--- src/rtl/rps_pkg.sv ---
// ----------------------------------------------------------------------------
// rps_pkg
// Shared constants and types for the roulette parent selector: field widths,
// item mode codes and the command/status bundles between control and datapath.
// ----------------------------------------------------------------------------
package rps_pkg;

    localparam int POP_MAX = 64;
    localparam int IDX_W   = $clog2(POP_MAX);
    localparam int POP_W   = $clog2(POP_MAX + 1);
    localparam int FIT_W   = 16;
    localparam int FRAC_W  = 16;
    localparam int SUM_W   = FIT_W + IDX_W;
    localparam int TGT_W   = SUM_W + FRAC_W;
    localparam int MODE_W  = 2;

    localparam logic [MODE_W-1:0] MODE_LOAD   = 2'd0;
    localparam logic [MODE_W-1:0] MODE_SELECT = 2'd1;
    localparam logic [MODE_W-1:0] MODE_CLEAR  = 2'd2;

    localparam logic [POP_W-1:0] POP_RESET = POP_W'(POP_MAX);

    typedef enum logic {
        RD_SUM,
        RD_WALK
    } rd_op_t;

    typedef struct packed {
        logic             load_en;
        logic             clear_marks;
        logic             start;
        logic             rd_en;
        rd_op_t           rd_op;
        logic [IDX_W-1:0] rd_addr;
        logic             mul_en;
        logic             commit;
    } cmd_t;

    typedef struct packed {
        logic found;
        logic out_busy;
    } status_t;

endpackage

--- src/rtl/roulette_parent_selector_unit.sv ---
// ----------------------------------------------------------------------------
// roulette_parent_selector_unit
// Fitness-proportionate parent selection without replacement.
// ----------------------------------------------------------------------------
// Load items (mode 0) write one slot's fitness and clear items (mode 2) drop
// all selected marks; both give no result. A select item (mode 1) gives one
// result: it makes one pass over the P slots in use to sum the unselected
// fitnesses, scales the random fraction by that sum, then walks the slots
// again until the running sum reaches the target, so the walk ends early on
// an early hit. Both passes go through the single read port of the fitness
// memory, and the result waits while the previous one is held by out_stall.
// A zero unselected sum returns slot 0 with fell_back set and marks nothing.
// Fitness of a slot is undefined until it has been loaded.
module roulette_parent_selector_unit (
    input  logic                        clk,
    input  logic                        rst_n,
    input  logic                        cfg_we,
    input  logic [rps_pkg::POP_W-1:0]   cfg_data,
    input  logic                        in_valid,
    output logic                        in_stall,
    input  logic [rps_pkg::MODE_W-1:0]  mode,
    input  logic [rps_pkg::IDX_W-1:0]   slot,
    input  logic [rps_pkg::FIT_W-1:0]   fitness,
    input  logic [rps_pkg::FRAC_W-1:0]  random_fraction,
    output logic                        out_valid,
    input  logic                        out_stall,
    output logic [rps_pkg::IDX_W-1:0]   chosen_slot,
    output logic                        fell_back
);

    rps_pkg::cmd_t    cmd;
    rps_pkg::status_t status;

    rps_ctrl u_ctrl (
        .clk      (clk),
        .rst_n    (rst_n),
        .cfg_we   (cfg_we),
        .cfg_data (cfg_data),
        .in_valid (in_valid),
        .in_stall (in_stall),
        .mode     (mode),
        .status   (status),
        .cmd      (cmd)
    );

    rps_datapath u_datapath (
        .clk             (clk),
        .rst_n           (rst_n),
        .cmd             (cmd),
        .status          (status),
        .slot            (slot),
        .fitness         (fitness),
        .random_fraction (random_fraction),
        .out_valid       (out_valid),
        .out_stall       (out_stall),
        .chosen_slot     (chosen_slot),
        .fell_back       (fell_back)
    );

endmodule

--- src/rtl/rps_ctrl.sv ---
// ----------------------------------------------------------------------------
// rps_ctrl
// Sequencer: holds the population size register, accepts items and steps a
// select item through the sum pass, the scaling multiply and the wheel walk.
// ----------------------------------------------------------------------------
module rps_ctrl (
    input  logic                        clk,
    input  logic                        rst_n,
    input  logic                        cfg_we,
    input  logic [rps_pkg::POP_W-1:0]   cfg_data,
    input  logic                        in_valid,
    output logic                        in_stall,
    input  logic [rps_pkg::MODE_W-1:0]  mode,
    input  rps_pkg::status_t            status,
    output rps_pkg::cmd_t               cmd
);

    typedef enum logic [2:0] {
        ST_IDLE,
        ST_SUM,
        ST_SUM_DRAIN,
        ST_MUL,
        ST_WALK,
        ST_WALK_DRAIN,
        ST_FINISH
    } state_t;

    state_t                     state_reg;
    logic [rps_pkg::IDX_W-1:0]  idx_reg;
    logic [rps_pkg::POP_W-1:0]  pop_reg;
    logic [rps_pkg::IDX_W-1:0]  p_last;
    logic                       accept;
    logic                       idx_last;

    // size 0 acts as 1, anything above the store depth acts as the depth
    always_comb
    begin
        if (pop_reg == '0)
        begin
            p_last = '0;
        end
        else if (pop_reg >= rps_pkg::POP_RESET)
        begin
            p_last = rps_pkg::IDX_W'(rps_pkg::POP_MAX - 1);
        end
        else
        begin
            p_last = rps_pkg::IDX_W'(pop_reg - rps_pkg::POP_W'(1));
        end
    end

    assign idx_last = (idx_reg == p_last);
    assign in_stall = (state_reg != ST_IDLE);
    assign accept   = in_valid && !in_stall;

    always_comb
    begin
        cmd             = '0;
        cmd.rd_op       = rps_pkg::RD_SUM;
        cmd.rd_addr     = idx_reg;
        cmd.load_en     = accept && (mode == rps_pkg::MODE_LOAD);
        cmd.clear_marks = accept && (mode == rps_pkg::MODE_CLEAR);
        cmd.start       = accept && (mode == rps_pkg::MODE_SELECT);
        case (state_reg)
            ST_SUM:
            begin
                cmd.rd_en = 1'b1;
            end
            ST_MUL:
            begin
                cmd.mul_en = 1'b1;
            end
            ST_WALK:
            begin
                cmd.rd_en = 1'b1;
                cmd.rd_op = rps_pkg::RD_WALK;
            end
            ST_FINISH:
            begin
                cmd.commit = !status.out_busy;
            end
            default:
            begin
            end
        endcase
    end

    always_ff @(posedge clk or negedge rst_n)
    begin
        if (!rst_n)
        begin
            state_reg <= ST_IDLE;
            idx_reg   <= '0;
            pop_reg   <= rps_pkg::POP_RESET;
        end
        else
        begin
            if (cfg_we)
            begin
                pop_reg <= cfg_data;
            end
            case (state_reg)
                ST_IDLE:
                begin
                    idx_reg <= '0;
                    if (cmd.start)
                    begin
                        state_reg <= ST_SUM;
                    end
                end
                ST_SUM:
                begin
                    if (idx_last)
                    begin
                        state_reg <= ST_SUM_DRAIN;
                    end
                    else
                    begin
                        idx_reg <= idx_reg + 1'b1;
                    end
                end
                ST_SUM_DRAIN:
                begin
                    state_reg <= ST_MUL;
                end
                ST_MUL:
                begin
                    idx_reg   <= '0;
                    state_reg <= ST_WALK;
                end
                ST_WALK:
                begin
                    // reads issued after a hit are still in flight; datapath drops them
                    if (status.found)
                    begin
                        state_reg <= ST_FINISH;
                    end
                    else if (idx_last)
                    begin
                        state_reg <= ST_WALK_DRAIN;
                    end
                    else
                    begin
                        idx_reg <= idx_reg + 1'b1;
                    end
                end
                ST_WALK_DRAIN:
                begin
                    state_reg <= ST_FINISH;
                end
                ST_FINISH:
                begin
                    if (!status.out_busy)
                    begin
                        state_reg <= ST_IDLE;
                    end
                end
                default:
                begin
                    state_reg <= ST_IDLE;
                end
            endcase
        end
    end

endmodule

--- src/rtl/rps_datapath.sv ---
// ----------------------------------------------------------------------------
// rps_datapath
// Fitness memory, selected marks, sum and running accumulators, the target
// multiplier and the output register.
// ----------------------------------------------------------------------------
module rps_datapath (
    input  logic                        clk,
    input  logic                        rst_n,
    input  rps_pkg::cmd_t               cmd,
    output rps_pkg::status_t            status,
    input  logic [rps_pkg::IDX_W-1:0]   slot,
    input  logic [rps_pkg::FIT_W-1:0]   fitness,
    input  logic [rps_pkg::FRAC_W-1:0]  random_fraction,
    output logic                        out_valid,
    input  logic                        out_stall,
    output logic [rps_pkg::IDX_W-1:0]   chosen_slot,
    output logic                        fell_back
);

    logic [rps_pkg::FIT_W-1:0]  fit_mem [rps_pkg::POP_MAX];
    logic [rps_pkg::POP_MAX-1:0] marks_reg;

    logic [rps_pkg::FIT_W-1:0]  rd_fit_reg;
    logic                       rd_mark_reg;
    logic [rps_pkg::IDX_W-1:0]  rd_idx_reg;
    logic                       rd_valid_reg;
    rps_pkg::rd_op_t            rd_op_reg;

    logic [rps_pkg::FRAC_W-1:0] rnd_reg;
    logic [rps_pkg::SUM_W-1:0]  total_reg;
    logic [rps_pkg::SUM_W-1:0]  running_reg;
    logic [rps_pkg::SUM_W-1:0]  running_next;
    logic [rps_pkg::TGT_W-1:0]  target_reg;
    logic                       found_reg;
    logic [rps_pkg::IDX_W-1:0]  found_idx_reg;

    logic                       out_valid_reg;
    logic [rps_pkg::IDX_W-1:0]  chosen_reg;
    logic                       fell_back_reg;

    logic                       sum_step;
    logic                       walk_step;
    logic                       hit;

    assign sum_step  = rd_valid_reg && (rd_op_reg == rps_pkg::RD_SUM) && !rd_mark_reg;
    assign walk_step = rd_valid_reg && (rd_op_reg == rps_pkg::RD_WALK) && !rd_mark_reg
                       && !found_reg;

    assign running_next = running_reg + rps_pkg::SUM_W'(rd_fit_reg);
    // target <= running * 2^16 replaces target/65536 <= running
    assign hit = walk_step && (rd_fit_reg != '0)
                 && (target_reg <= {running_next, {rps_pkg::FRAC_W{1'b0}}});

    assign status.found    = found_reg;
    assign status.out_busy = out_valid_reg && out_stall;

    assign out_valid   = out_valid_reg;
    assign chosen_slot = chosen_reg;
    assign fell_back   = fell_back_reg;

    // memory port and payload registers
    always_ff @(posedge clk)
    begin
        if (cmd.load_en)
        begin
            fit_mem[slot] <= fitness;
        end
        if (cmd.rd_en)
        begin
            rd_fit_reg  <= fit_mem[cmd.rd_addr];
            rd_mark_reg <= marks_reg[cmd.rd_addr];
            rd_idx_reg  <= cmd.rd_addr;
            rd_op_reg   <= cmd.rd_op;
        end
        if (cmd.start)
        begin
            rnd_reg <= random_fraction;
        end
        if (cmd.mul_en)
        begin
            target_reg <= rps_pkg::TGT_W'(rnd_reg) * rps_pkg::TGT_W'(total_reg);
        end
        if (hit)
        begin
            found_idx_reg <= rd_idx_reg;
        end
        if (cmd.commit)
        begin
            chosen_reg    <= found_reg ? found_idx_reg : '0;
            fell_back_reg <= !found_reg;
        end
    end

    always_ff @(posedge clk or negedge rst_n)
    begin
        if (!rst_n)
        begin
            rd_valid_reg  <= 1'b0;
            total_reg     <= '0;
            running_reg   <= '0;
            found_reg     <= 1'b0;
            marks_reg     <= '0;
            out_valid_reg <= 1'b0;
        end
        else
        begin
            rd_valid_reg <= cmd.rd_en;
            if (cmd.start)
            begin
                total_reg   <= '0;
                running_reg <= '0;
                found_reg   <= 1'b0;
            end
            else
            begin
                if (sum_step)
                begin
                    total_reg <= total_reg + rps_pkg::SUM_W'(rd_fit_reg);
                end
                if (walk_step)
                begin
                    running_reg <= running_next;
                end
                if (hit)
                begin
                    found_reg <= 1'b1;
                end
            end
            if (cmd.clear_marks)
            begin
                marks_reg <= '0;
            end
            else if (cmd.commit && found_reg)
            begin
                marks_reg[found_idx_reg] <= 1'b1;
            end
            if (cmd.commit)
            begin
                out_valid_reg <= 1'b1;
            end
            else if (out_valid_reg && !out_stall)
            begin
                out_valid_reg <= 1'b0;
            end
        end
    end

`ifndef SYNTH
    a_fallback_is_slot0: assert property (@(posedge clk) disable iff (!rst_n)
        out_valid_reg && fell_back_reg |-> chosen_reg == '0)
        else $error("fallback result does not report slot 0");

    a_one_mark_per_cycle: assert property (@(posedge clk) disable iff (!rst_n)
        !$past(cmd.clear_marks) |->
            $countones(marks_reg) <= $countones($past(marks_reg)) + 1)
        else $error("more than one mark set in a cycle");

    a_running_within_total: assert property (@(posedge clk) disable iff (!rst_n)
        walk_step |-> running_reg <= total_reg)
        else $error("running sum passed the unselected total");

    a_commit_needs_free_output: assert property (@(posedge clk) disable iff (!rst_n)
        cmd.commit |-> !(out_valid_reg && out_stall))
        else $error("result committed over a stalled output");
`endif

endmodule
--- config.mk ---
export PLATFORM = sky130hd
export DESIGN_NAME = roulette_parent_selector_unit
export DESIGN_NICKNAME = d
export VERILOG_FILES = /design/src/rtl/rps_pkg.sv /design/src/rtl/roulette_parent_selector_unit.sv /design/src/rtl/rps_ctrl.sv /design/src/rtl/rps_datapath.sv
export SDC_FILE = /design/constraint.sdc
export NUM_CORES = 2
export LEC_CHECK = 0
export BUFFER_PORTS_ARGS = -buffer_cell sky130_fd_sc_hd__buf_2
export CAP_MARGIN = 40
export CELL_PAD_IN_SITES_DETAIL_PLACEMENT = 0
export CELL_PAD_IN_SITES_GLOBAL_PLACEMENT = 1
export CORE_ASPECT_RATIO = 1.75
export CORE_UTILIZATION = 50
export DETAILED_ROUTE_END_ITERATION = 10
export GPL_ROUTABILITY_DRIVEN = 0
export PLACE_DENSITY = 0.75
export REMOVE_ABC_BUFFERS = 1
export SETUP_SLACK_MARGIN = 0.05
export SYNTH_ARGS = -nofsm -noshare
export SYNTH_HDL_FRONTEND = slang
export SYNTH_SLANG_ARGS = --single-unit
--- constraint.sdc ---
create_clock -name clk -period 13.4 [get_ports clk]
set_input_delay 2.68 -clock clk [delete_from_list [all_inputs] [get_ports clk]]
set_output_delay 2.68 -clock clk [all_outputs]
set_load 0.05 [all_outputs]
After elaboration in Yosys (flattened, before gate mapping) --
Memories as Yosys holds them, arrays and structs flattened. A register that Yosys moved wholly into a read port is not among the register bits. Index checks and enable logic that the tools add are counted.
Storage, ports and cells: bits in registers 202, memory bits (writable) 1024, input port bits 52, output and inout port bits 9, memories kept 1
Memories:
- u_datapath.fit_mem | depth 64, bits a word 16, rd ports 1, clocked after Yosys merged registers in 1, write ports 1, line rps_datapath.sv:20 | logic [rps_pkg::FIT_W-1:0] fit_mem [rps_pkg::POP_MAX];
Cells by class: $add $sub $neg 4, multipliers 1, $lt $le $gt $ge 5, equal/unequal tests 14, mux-type cells 31, bitwise logic cells 2, reduce and logical (&&, ||, !) cells 35
Operators by type and width (count):
- $mux 64 | 2
- $mux 22 | 4
- $or 64x64->64 | 1
- $add 22x16->22 | 2
- $le 38x38->1 | 1
- $mul 16x22->38 | 1
- $mux 6 | 4
- $pmux 3 s7 | 1
- $pmux 6 s3 | 1
- $reduce_bool 16->1 | 1
- $logic_and 1x1->1 | 15
- $mux 3 | 5
- $lt 6x7->1 const B | 2
- $mux 1 | 12
- $reduce_bool 2->1 | 5
- $eq 3x3->1 const B | 3
- $ge 7x7->1 const B | 1
- $logic_not 7->1 | 1
- $add 6x1->6 const B | 1
- $bmux 1 s6 | 1
- $demux 1 s6 | 1
- $eq 3x2->1 const B | 2
- $eq 6x6->1 | 1
- $ge 6x1->1 const B | 1
- 15 further kinds | 23

Longest topological paths before layout --
depth after elaboration 7, mapped depth 24

Cells and area by module --
From an unflattened synthesis, not the netlist that was laid out.
Second synthesis, totals: cell total of the unflattened synthesis 3874, area total of the unflattened synthesis 61400.1 µm²
By module, submodules not included:
- rps_datapath | instances 1, cells an instance 3748, area an instance 60251.5 µm², seq. area each 36259.8 µm²
- rps_ctrl | instances 1, cells an instance 126, area an instance 1148.6 µm², seq. area each 401.6 µm²

Least setup slack after synthesis --
OpenSTA, ideal clock, no wires.
path type register -> register, start register u_datapath.total_reg[14] (netlist name), end register u_datapath.target_reg[28] (netlist name), data pin, setup time 0.262 ns, arrival 5.806 ns, required time 13.138 ns, path slack 7.332 ns, stages on the path, launching flop included 23, path buffers 1, period minus slack after synthesis 6.068 ns, path through dfrtp_1 -> clkbuf_1 -> nand2_1 -> fa_1 -> inv_1 -> fa_1 -> inv_1 -> fa_1 -> inv_1 -> fa_1 -> fa_1 -> inv_1 -> fa_1 -> inv_1 -> ha_1 -> a21oi_1 -> o211ai_1 -> a21oi_1 -> a211oi_1 -> o21a_1 -> or2_1 -> a311oi_1 -> nor2_1
Between the ends: longest elaborated chain between the ends 1
Ends and longest elaborated chain:
- start: declaration | line rps_datapath.sv:30 | logic [rps_pkg::SUM_W-1:0] total_reg;
- start signal: assignment | line rps_datapath.sv:118 | total_reg <= total_reg + rps_pkg::SUM_W'(rd_fit_reg);
- $mul 16x22->38 | line rps_datapath.sv:81 | target_reg <= rps_pkg::TGT_W'(rnd_reg) * rps_pkg::TGT_W'(total_reg);
- end signal: assignment | line rps_datapath.sv:81
- end: declaration | line rps_datapath.sv:33 | logic [rps_pkg::TGT_W-1:0] target_reg;
Every way passes these cells. A chain may end at the register's enable or synchronous reset.

Worst setup path after layout --
start register u_datapath.total_reg[11] (netlist name), end register u_datapath.target_reg[35] (netlist name), data pin
The elaborated chain is that of the path after synthesis.

==> qor.csv <==
stage,metric,value,unit
clocking,# clock sinks,1242,
clocking,CTS max path bufs,3,
sta,RSZ-0062 raised after global routing,false,
sta,Setup TNS,0,ns
finish,post-layout util,55.7,%
floorplan,Die X-Extent,267,microns
yosys,cell taking the most area after synthesis,edfxtp_1,
global_route,initial antenna violation count,3,
yosys,post-synth top area share,54.5,%
clocking,setup bufs post-CTS,0,
finish,post-layout net count,4482,
floorplan,Die H,466,microns
global_route,pin count of the biggest net entering global routing,100,
sta,PnR worst setup slack,6.33,ns
finish,Syn-to-layout area delta,10.1,%
yosys,Ys Warns,0,
yosys,Post-Syn Area,61500,sq um
yosys,sequential area share after synthesis,59.7,%
yosys,largest cells by area after synthesis,"edfxtp_1 (54%), mux4_2 (13%), fa_1 (9.1%)",
floorplan,Core ar.,122000,sq um
clocking,CTS tree,done,
sta,Tmin final,7.07,ns
route,Post-DRT Antenna Nets,0,
sta,"Hold Vio Cnt, Final",0,
sta,Peak Freq,141,MHz
worst_setup_path,cells along the critical path,nand2_1 -> fa_1 -> inv_1 -> fa_1 -> inv_1 -> fa_1 -> inv_1 -> fa_1 -> fa_1 -> inv_1 -> fa_1 -> inv_1 -> ha_1 -> a21oi_1 -> o211ai_1 -> a31oi_1 -> a21o_1 -> o21ai_1 -> a41o_1 -> o2111ai_1 -> a2bb2oi_1,
yosys,ys flop type,edfxtp_1,
job,MaxCap Viol Count,0,
worst_setup_path,worst endpoint required time,13.86,ns
global_route,first-pass GRT wire length,213,mm
worst_setup_path,Worst path slowest cell,dfrtp_1,
yosys,Mapped Avg Cell Area,15.8,sq um
sta,final setup fails,0,
floorplan,row count,169,
sta,Slew @ Worst Pin,0.908,ns
clocking,post-CTS sizing,0,
route,DR vias,32562,
yosys,number of distinct library cells after synthesis,83,
route,Vias per Instance,5.72,
yosys,Post-synth EDFFs,1115,
clocking,Num CTS Buffers,106,
place,I/O Buffers,60,
global_route,total congestion overflow,0,
sta,Final Slew Violations,0,
route,wire length per cell,24.5,microns
route,Post-route DRC,0,
place,DP Area,64300,sq um
route,aggregate routed wire length,140,mm
finish,max FFs per register,1024,
worst_setup_path,CP dominant cell by count,fa_1,
worst_setup_path,max incr delay on CP,0.92,ns
place,Place WS,6.35,ns
worst_setup_path,crit path DAT,7.53,ns
yosys,"FF+latch count, synth",1242,
finish,post-layout instance area,67700,sq um
clocking,root buffer cell,clkbuf_16,
status,status,completed,
finish,layout cell share with drive strength beyond 1,17.7,%
hold_path,Hold WC Path Type,flop to flop,
clocking,Worst-Skew Late Latency,0.73,ns
floorplan,io pins,61,
worst_setup_path,Crit Path Category,flop to flop,
clocking,clk slew on worst S/H paths,0.07,ns
place,hpwl dp,99.1,mm
sta,Worst Skew,0.0570,ns
worst_setup_path,"delay-heaviest family, CP",adder cells,
clocking,CTS H-tree lvls,3,
route,Pre-Repair DR Iteration Count,5,
worst_setup_path,critical path buffer and inverter count,5,
worst_setup_path,Startpoint Class,flop,
sta,Max-slew headroom,39.4,%
worst_setup_path,Setup crit end kind,flop,
yosys,asr flop ratio synth,10.2,%
global_route,vias in the first global route,34940,
global_route,GRT Overall Usage,23.2,%
floorplan,Die ar.,124000,sq um
yosys,Gate Count Post-Synth,3890,
route,Initial DRC Count,2050,
sta,fin crit share,52.8,%
worst_setup_path,CP Max Fanout,18,
finish,Inserted Diodes,0,
clocking,hold buffers post-CTS,0,
floorplan,initial core utilization,50.5,%
[placed cells by master (no fill, tap or decap), types with 95 or more instances in the layout]
cell,count
inv_1,352
and2_1,159
mux4_2,357
fa_1,280
ha_1,167
a21oi_1,133
nor2_1,228
buf_4,95
edfxtp_1,1115
dfrtp_1,122
nand2_1,317
clkbuf_16,109
[layout make-up]
type / instances / area (sq um)
Fill cell: 9517 / 53900
Tap cell: 1624 / 2030
Clock buffer: 141 / 2870
Clock inverter: 50 / 474
Timing Repair Buffer: 182 / 1610
Multi-Input combinational cell: 2098 / 22700
Sequential cell: 1242 / 36700
Inverter: 353 / 1330
[per-layer routing]
metal	global-route usage (%)	up-vias	share of wire, %	routed length, microns
met5	0	-	0.0093	13
met2	44.8	735	57	79900
met1	26.1	17125	36	50000
li1	-	14500	-	-
met4	7.84	2	3.2	4490
met3	2.75	200	3.8	5310
[Yosys cell counts, drive strengths merged, types with 11 or more instances]
master	number
nand4	24
a211oi	18
o21a	15
and3	15
dfrtp	126
nand3	28
nor2	228
edfxtp	1115
nand2	317
a31oi	12
nor4	11
buf	38
xnor2	38
and2	159
ha	167
o21ai	66
inv	353
nor3	29
xor2	26
a21o	25
a21oi	134
nor2b	16
clkbuf	159
mux4	357
fa	280
[through the flow]
stage | instances | hold WS (ns)
after detailed placement | 5499 | 0.405
after floorplan | 3693 | 0.400
after global placement | 5471 | 0.402
after CTS | 5690 | 0.417
final | 5690 | 0.410
after global routing | 5690 | 0.419
[kinds of logic (layout without fill, tap and decap cells)]
logic type,after synthesis,after routing,synth area share (%)
flops,1242,1242,59.7
simple gates,883,883,6.77
buf+inv,550,726,3.43
fa+ha+maj,447,447,12.5
mux,368,368,13.3
compound gates,336,336,3.45
xor+xnor,64,64,0.912
[worst reg2reg max path, cell delays in order (launching register included)]
cell	delay, ns
dfrtp_1	0.92
nand2_1	0.21
fa_1	0.57
inv_1	0.05
fa_1	0.47
inv_1	0.06
fa_1	0.50
inv_1	0.05
fa_1	0.49
fa_1	0.51
inv_1	0.05
fa_1	0.48
inv_1	0.04
ha_1	0.35
a21oi_1	0.44
o211ai_1	0.25
a31oi_1	0.23
a21o_1	0.29
o21ai_1	0.15
a41o_1	0.33
o2111ai_1	0.29
a2bb2oi_1	0.11
[worst paths after layout]
path,startpoint,to,slack [ns],cells past startpoint
max in group asynchronous,rst_n,u_datapath.total_reg[2],10.35,3
worst min-delay path,u_datapath.rd_idx_reg[3],u_datapath.found_idx_reg[3],0.41,0
worst min register to register,u_datapath.rd_idx_reg[3],u_datapath.found_idx_reg[3],0.41,0
worst max-delay path,u_datapath.total_reg[11],u_datapath.target_reg[35],6.33,21
worst max register to register,u_datapath.total_reg[11],u_datapath.target_reg[35],6.33,21
min in group asynchronous,rst_n,u_datapath.marks_reg[15],1.91,1
Power is not shown: default switching activity piles up to over one toggle a cycle in this logic, so the estimate is an artifact.
